`config.mk`:
```
export PLATFORM = sky130hd
export DESIGN_NAME = mpbf_ctrl
export DESIGN_NICKNAME = d
export VERILOG_FILES = /design/src/sv/mpbf_pkg.sv /design/src/sv/mpbf_ctrl.sv
export SDC_FILE = /design/constraint.sdc
export NUM_CORES = 1
export LEC_CHECK = 0
export BUFFER_PORTS_ARGS = -buffer_cell sky130_fd_sc_hd__buf_2
export CAP_MARGIN = 20
export CORE_AREA = 2 2 39 41
export DETAILED_ROUTE_END_ITERATION = 8
export DIE_AREA = 0 0 41 43
export PLACE_DENSITY = 0.3
export REMOVE_ABC_BUFFERS = 1
export SLEW_MARGIN = 40
export SYNTH_ARGS = -nofsm -noshare
export SYNTH_HDL_FRONTEND = slang
export SYNTH_SLANG_ARGS = --single-unit
```
`constraint.sdc`:
```
create_clock -name clk_i -period 2 [get_ports clk_i]
set_input_delay 0.3 -clock clk_i [delete_from_list [all_inputs] [get_ports clk_i]]
set_output_delay 0.3 -clock clk_i [all_outputs]
set_load 0.02 [all_outputs]
```
`src/sv/mpbf_pkg.sv`:
```
// ----------------------------------------------------------------------------
// mpbf_pkg
// Shared types and constants for the multi-pipe byte FIFO: command and status
// codes, field widths, and the controller/datapath command and status bundles.
// ----------------------------------------------------------------------------
package mpbf_pkg;

  localparam int CMD_W    = 2;
  localparam int PID_W    = 3;
  localparam int DATA_W   = 8;
  localparam int CNT_W    = 7;
  localparam int STAT_W   = 3;
  localparam int FILL_W   = 10;
  localparam int PID_SPAN = 8;

  typedef enum logic [CMD_W-1:0] {
    CMD_ALLOC = 2'd0,
    CMD_CLOSE = 2'd1,
    CMD_WRITE = 2'd2,
    CMD_READ  = 2'd3
  } cmd_e;

  typedef enum logic [STAT_W-1:0] {
    ST_OK     = 3'd0,
    ST_FULL   = 3'd1,
    ST_EMPTY  = 3'd2,
    ST_NOFREE = 3'd3,
    ST_CLOSED = 3'd4
  } status_e;

  // Controller to datapath.
  typedef struct packed {
    logic latch_in;     // capture the accepted command
    logic exec_single;  // run a single-result command and load the result
    logic rd_start;     // load the read byte budget
    logic rd_issue;     // read one byte from the store, advance read pointer
    logic rd_emit;      // load a popped byte into the output register
  } dp_cmd_t;

  // Datapath to controller.
  typedef struct packed {
    logic rd_go;        // latched command is a read with bytes to return
    logic rem_last;     // one byte left in the current read
    logic out_free;     // output register can take a new result this cycle
  } dp_stat_t;

endpackage

```
`src/sv/mpbf_ctrl.sv`:
```
// ----------------------------------------------------------------------------
// mpbf_ctrl
// Sequencer for the multi-pipe byte FIFO: accepts one command at a time and
// steps the datapath through execute, byte fetch and byte emit.
// ----------------------------------------------------------------------------
module mpbf_ctrl (
  input  logic               clk_i,
  input  logic               rst_ni,
  input  logic               in_valid_i,
  output logic               in_stall_o,
  input  mpbf_pkg::dp_stat_t stat_i,
  output mpbf_pkg::dp_cmd_t  cmd_o
);

  typedef enum logic [1:0] {
    S_IDLE,
    S_EXEC,
    S_POP,
    S_DATA
  } state_e;

  state_e state_q, state_d;

  always_comb begin
    state_d = state_q;
    cmd_o   = '0;
    case (state_q)
      S_IDLE: begin
        if (in_valid_i) begin
          cmd_o.latch_in = 1'b1;
          state_d        = S_EXEC;
        end
      end
      S_EXEC: begin
        if (stat_i.rd_go) begin
          cmd_o.rd_start = 1'b1;
          state_d        = S_POP;
        end else if (stat_i.out_free) begin
          cmd_o.exec_single = 1'b1;
          state_d           = S_IDLE;
        end
      end
      S_POP: begin
        cmd_o.rd_issue = 1'b1;
        state_d        = S_DATA;
      end
      S_DATA: begin
        if (stat_i.out_free) begin
          cmd_o.rd_emit = 1'b1;
          state_d       = stat_i.rem_last ? S_IDLE : S_POP;
        end
      end
      default: state_d = S_IDLE;
    endcase
  end

  always_ff @(posedge clk_i or negedge rst_ni) begin
    if (!rst_ni) begin
      state_q <= S_IDLE;
    end else begin
      state_q <= state_d;
    end
  end

  assign in_stall_o = (state_q != S_IDLE);

endmodule

```
Yosys cells after proc, flatten, opt, wreduce, memory -nomap -nowiden:

Cells that the tools add are included.

* RAM bits: 0
* memories kept: 0
* bits in read-only memories: 0
* word-level logic and storage cells: 24
* bits in latches: 0
* bits of input ports: 6
* bits in registers: 2

* shifts and indexed selects: 0
* $add $sub $neg: 0
* div/mod/pow operators: 0
* magnitude comparators: 0
* equality and inequality tests: 6
* reductions and logical operators: 3
* bitwise operators: 0
* multipliers: 0
* mux-type cells: 14

Operator list (number)
* $mux 2: 6
* $pmux 2 s4: 1
* $mux 1: 7
* $eq 2x2->1 const B: 2
* $ne 2x2->1 const B: 2
* $ne 3x3->1 const B: 1
* $reduce_and 3->1: 1
* $eq 2x1->1 const B: 1
* $logic_not 2->1: 1
* $reduce_bool 2->1: 1

Longest topological paths before layout:

Gate-level depths: netlist of the first run.

* word-level depth: 3
* mapped depth: 3
* depth with buffers taken out: 3

Least setup slack after synthesis of the first run:

Ideal clock, no wire load.

* kind: flip-flop to output port
* start: register state_q[1]
* end: output cmd_o[4] in the netlist's numbering
* arrival: 1.046 ns
* data required time: 1.700 ns
* setup slack: 0.654 ns
* cell stages (with the launch flop): 3
* cells stage by stage: dfrtp_1 or2_1 nor2_1

RTL lines
* start: declaration: RTL line mpbf_ctrl.sv:22 `state_e state_q, state_d;`
* start signal: assignment: RTL line mpbf_ctrl.sv:61 `state_q <= state_d;`
* end: declaration: RTL line mpbf_ctrl.sv:12 `output mpbf_pkg::dp_cmd_t cmd_o`

==> results.md, run 1 <==
* Outcome: finished clean
* Power Density at ~1500 mW/mm^2
* Largest net degree at the start of global routing at 8
* Vias/cell at approximately 3.6
* Synth warn at 0
* Worst Path Arrival at 1.16 ns
* I/O Pins at 12
* Worst Hold Class: input port to async pin
* Longest Clk Path Bufs at 2
* Clock root buffer: clkbuf_4
* RSZ-0062 raised after global routing: no
* Die height at approximately 43 um
* Worst-path clk slew at 0.03 ns
* Area Overhead vs Synth at 88.7%
* Mapped Cells at 15
* Die area at 0.00176 sq mm
* # DRC at 0
* Fillers at approximately 160
* Adder-Cell Fraction of Synth Area at 0
* Share of cells above drive strength 1 at 0.467
* Synth Area in Compound Gates at 0.186
* Final wirelength at just under 400 um
* PnR worst setup slack at 0.536 ns
* TritonRoute pass-1 iters at 2
* Minimum clock period at 1.46 ns
* XOR/XNOR share of the synthesized area at 0
* Nets at 38
* Max incr delay on CP at roughly 0.42 ns
* Setup Skew at 0.00340 ns
* Leak at 0.129 nW
* Setup WS pre-CTS at between 0.7 and 0.8 ns
* Setup bufs post-CTS at 0
* CTS H-tree depth at 1
* Vias in the first global route at 151
* Critical path, cell by cell: or2_1 > nor2_1 > buf_2
* Iter 0 DRT Violations at 2
* Setup violations, final at 0
* Synth top area share at 0.412
* CP Capture Type: primary output
* Overflow after GRT at 0
* Largest family of logic cells by synthesized area: simple AND/OR/NAND/NOR gates
* Sequential fraction of the synthesis area at 0.412
* Max-slew headroom at 0.876
* Core area at 0.00138 sq mm
* Critical R2R Launch: state_q[0]
* Vias at approximately 160
* Antenna viol nets, final at 0
* Hold Worst Slack at ~0.38 ns
* Initial Util at 0.0877
* Setup_tns at 0 ns
* Worst slew pin tran at between 0.15 and 0.2 ns
* Cell taking the most area after synthesis: dfrtp_1
* Final Hold Fails at 0
* Cts bufs inserted at 3
* Max-cap viol count at 0
* Area of the mapped netlist at 121 sq um
* Top Registers: state_q: 2 flops
* Avg Cell Area, Syn at between 8 and 9 sq um
* Critical-path maximum fanout at 7
* Ys async rst share at 1.00
* Worst path required time at roughly 1.7 ns
* CTS sink cnt at 2
* Most common library cells after synthesis: dfrtp_1, nand2_1, nor2_1, o21a_1
* Port Buffers at 11
* Max FFs per register at 2
* Largest cells by area after synthesis: dfrtp_1, o21a_1, a21o_1
* First-pass GRT wire length at slightly above 600 um
* Post-Synth Simple-Gate Area at 0.371
* Crit path launch type: flip-flop
* Most frequently used flop master after synthesis: dfrtp_1
* Seq cells post-synth at 2
* Gpl congestion at 0.576
* Gr usage total at 0.0583
* Final Power at roughly 0.35 mW
* Slowest cell on the critical path: dfrtp_1
* Initial antenna violation count at 0
* Mux cell area share after synthesis at 0
* IR drop worst, VDD at between 0.3 and 0.4 mV
* Critical path type: flip-flop to primary output
* CTS tree: yes
* Die X at about 41 um
* Wire per inst at 8.50 um
* Cell variety after synth at 11
* Period utilisation layout at 0.732
* Largest Register: state_q
* Diode count at 0
* Worst setup path start: state_q[1]
* Later-pin clock latency in the skew report at between 0.2 and 0.25 ns
* Post-synth EDFFs at 0
* Max-slew violation count at 0
* # rows at 14
* Max Fclk at between 0.6 and 0.7 GHz
-- logic make-up (layout without fill, tap and decap cells) --
| family | Yosys count | in the layout |
|---|---|---|
| buffers and inverters | 1 | 16 |
| AND/OR/NAND/NOR | 9 | 9 |
| AO/OA/AOI/OAI | 3 | 3 |
| flip-flops | 2 | 2 |
-- area by class of cell --
type | instances | area, sq um | area share
tap | 16 | 20.0 | 0.0874
multi-input combinational | 12 | 67.6 | 0.295
clock buffer | 3 | 22.5 | 0.0984
inverter | 1 | 3.75 | 0.0164
timing repair buffer | 12 | 65.1 | 0.284
sequential | 2 | 50.0 | 0.219
-- worst paths after layout --
path	end	slack, ns	cells after the start
min reg2reg	state_q[1]	0.60	1
min in group clk_i	state_q[0]	0.39	3
min	state_q[1]	0.38	2
max	cmd_o[4]	0.54	3
max reg2reg	state_q[0]	1.10	2
max in group asynchronous	state_q[0]	1.52	2
-- critical path, delay by kind of cell, from the launching register on --
kind | cells | cell delay [ns]
DFF | 1 | 0.42
and+or+nand+nor | 2 | 0.35
buffers and inverters | 1 | 0.17
-- metal layers --
layer | track usage | up-vias | wire length [um]
met5 | 0 | - | 0
met4 | 0.0600 | 0 | 0
met1 | 0.0677 | 71 | 181
met2 | 0.0594 | 12 | 137
met3 | 0.0471 | 0 | 72
li1 | - | 81 | -
-- layout by cell type, fill, tap and decap left out, drive strengths merged --
master / n
a21o: 1
o21a: 2
dfrtp: 2
buf: 11
and3: 1
and2b: 1
dlygate4sd3: 1
nor2: 2
clkbuf: 3
nand2: 2
or2: 1
nor3: 1
inv: 1
nand3: 1
-- power by group --
part           leakage (nW)  internal [mW]  switching (mW)
combinational        0.0925         0.0695          0.0944
sequential           0.0228         0.0616          0.0321
clock                0.0138         0.0662          0.0230
-- through the flow --
step	instances	util	area [sq um]
floorplan	15	-	121
CTS	46	0.165	229
finish	46	0.165	229
global route	46	0.165	229
global placement	42	0.142	196
detailed placement	42	0.142	196
-- timing repair --
action / in CTS / in global routing
gates resized for setup: 0 / 0
hold buffers: 1 / 0
endpoints found under the hold margin: 2 / 0
(Power assumes the default switching activity.)
==> inputs of run 2 (changes only) <==
==> constraint.sdc (replaced) <==
create_clock -name clk_i -period 1.35 [get_ports clk_i]
set_input_delay 0.2025 -clock clk_i [delete_from_list [all_inputs] [get_ports clk_i]]
set_output_delay 0.2025 -clock clk_i [all_outputs]
set_load 0.02 [all_outputs]
==> results.md, run 2 (synthesis gave the netlist of run 1 again) <==
* Final Hold Fails at 0 (unchanged)
* Critical R2R Launch: state_q[0]
* Fillers at 162 (unchanged)
* Worst slew pin tran at 0.145 ns (-0.0408 ns)
* Worst Path Arrival at 1.11 ns (-0.05 ns)
* Vias at 158 (-3.7%)
* Post-route cell area at 241 sq um (+5.5%)
* Commonest non-fill, non-tap cell in the layout: buf_2
* TritonRoute pass-1 iters at 2 (unchanged)
* CTS H-tree depth at 1 (unchanged)
* R2R Path End: state_q[0]
* Die X at 41 um (unchanged)
* Leak at 0.132 nW (+2.3%)
* Post-DP Area at 196 sq um (unchanged)
* Layout Utilization at 0.175 (+0.00904)
* Reg2reg setup slack at 0.46 ns (-0.64 ns)
* Later-pin clock latency in the skew report at 0.22 ns (about the same)
* Max-cap viol count at 0 (unchanged)
* Outcome: finished clean
* Gpl congestion at 0.595 (+3.2%)
* Gr usage total at 0.0562 (-0.00207)
* Die height at 43 um (unchanged)
* Max Fclk at between 0.7 and 0.8 GHz
* Cts bufs inserted at 3 (unchanged)
* Core area at 0.00138 sq mm (unchanged)
* Longest Clk Path Bufs at 2 (unchanged)
* Power Density at 2240 mW/mm^2 (+48%)
* Critical-path maximum fanout at 6 (-1)
* Critical path type: flip-flop to primary output
* Vias/cell at 3.36 (-5.7%)
* Worst Hold Class: input port to async pin
* Iter 0 DRT Violations at 2 (unchanged)
* CTS tree: yes
* Diode count at 0 (unchanged)
* Crit path launch type: flip-flop
* Critical path, cell by cell: or2_1 > nor2_1 > buf_4
* CTS sink cnt at 2 (unchanged)
* Final wirelength at 381 um (-2.6%)
* Initial Util at 0.0877 (unchanged)
* IR drop worst, VDD at 0.632 mV (+71%)
* Vias in the first global route at 162 (+7.3%)
* RSZ-0062 raised after global routing: yes
* Port Buffers at 11 (unchanged)
* Slowest cell on the critical path: dfrtp_2
* Initial antenna violation count at 0 (unchanged)
* Setup violations, final at 0 (unchanged)
* Share of cells above drive strength 1 at 0.548 (+0.0817)
* Top Registers: state_q: 2 flops
* Largest net degree at the start of global routing at 8 (unchanged)
* Minimum clock period at around 1.3 ns
* Clock root buffer: clkbuf_4
* Setup WS pre-CTS at 0.239 ns (-0.518 ns)
* # DRC at 0 (unchanged)
* Commonest non-fill, non-tap cells in the layout: buf_2, clkbuf_4
* Worst-path clk slew at 0.03 ns (about the same)
* # rows at 14 (unchanged)
* Max-slew headroom at 0.903 (+0.0269)
* First-pass GRT wire length at 586 um (-3.5%)
* CP Capture Type: primary output
* Max FFs per register at 2 (unchanged)
* Area Overhead vs Synth at 99.0%
* Register area at 52.6 sq um (+5.0%)
* I/O Pins at 12 (unchanged)
* Multi-input gate area at 67.6 sq um (unchanged)
* Period utilisation layout at 0.976
* Worst path required time at 1.15 ns (-0.55 ns)
* Worst path top cell family by delay: flip-flops
* Antenna viol nets, final at 0 (unchanged)
* Setup Skew at 0.00358 ns (+0.000184 ns)
* Hold Worst Slack at 0.289 ns (-0.0958 ns)
* Overflow after GRT at 0 (unchanged)
* Worst reg2reg path depth at 2 (unchanged)
* Max-slew violation count at 0 (unchanged)
* Nets at 39 (+2.6%)
* Max incr delay on CP at 0.42 ns (about the same)
* Wire per inst at 8.11 um (-4.6%)
* Largest Register: state_q
* Die area at 0.00176 sq mm (unchanged)
* Buf/Inv on CP at 1 (unchanged)
* PnR worst setup slack at 0.0329 ns (-0.503 ns)
run 2: layer usage:
layer | GRT usage | wire length [um]
met5 | 0 | 0
met4 | 0.0600 | 0
met3 | 0.0471 | 68
met2 | 0.0625 | 133
met1 | 0.0579 | 178
run 2: layout make-up:
type                            count  share of cell area
Clock buffer                        3              0.0933
Inverter                            1              0.0155
Multi-Input combinational cell     12               0.280
Sequential cell                     2               0.218
Tap cell                           16              0.0829
Timing Repair Buffer               13               0.311
run 2: worst max-delay path by stage:
stage	startpoint	endpoint	slack [ns]	cells past startpoint
after floorplan	state_q[1]	cmd_o[4]	0.10	2
after CTS	state_q[1]	cmd_o[4]	0.008	3
final	state_q[1]	cmd_o[4]	0.03	3
after detailed placement	state_q[1]	cmd_o[4]	0.24	3
after global routing	state_q[1]	cmd_o[4]	-0.04	3
after global placement	state_q[1]	cmd_o[4]	0.24	3
run 2: through the flow:
step | total power, mW | std cells | TNS (ns)
5_1_grt | 0.595 | 47 | -0.0447
2_1_floorplan | 0.294 | 15 | 0
6_report | 0.542 | 47 | 0
4_1_cts | 0.546 | 47 | 0
3_5_place_dp | 0.383 | 42 | 0
3_3_place_gp | 0.381 | 42 | 0
run 2: power breakdown:
| part | switching [mW] | internal (mW) | total [mW] |
|---|---|---|---|
| clock network | 0.0331 | 0.0980 | 0.131 |
| registers | 0.0435 | 0.0975 | 0.141 |
| logic | 0.145 | 0.125 | 0.270 |
run 2: repair_timing:
action | 4_1_cts | 5_1_grt
endpoints found under the hold margin | 2 | 0
setup endpoints to repair | 1 | 2
hold buffers | 1 | 0
gates resized for setup | 0 | 3
pin swaps | 0 | 0
setup buffers | 1 | 0
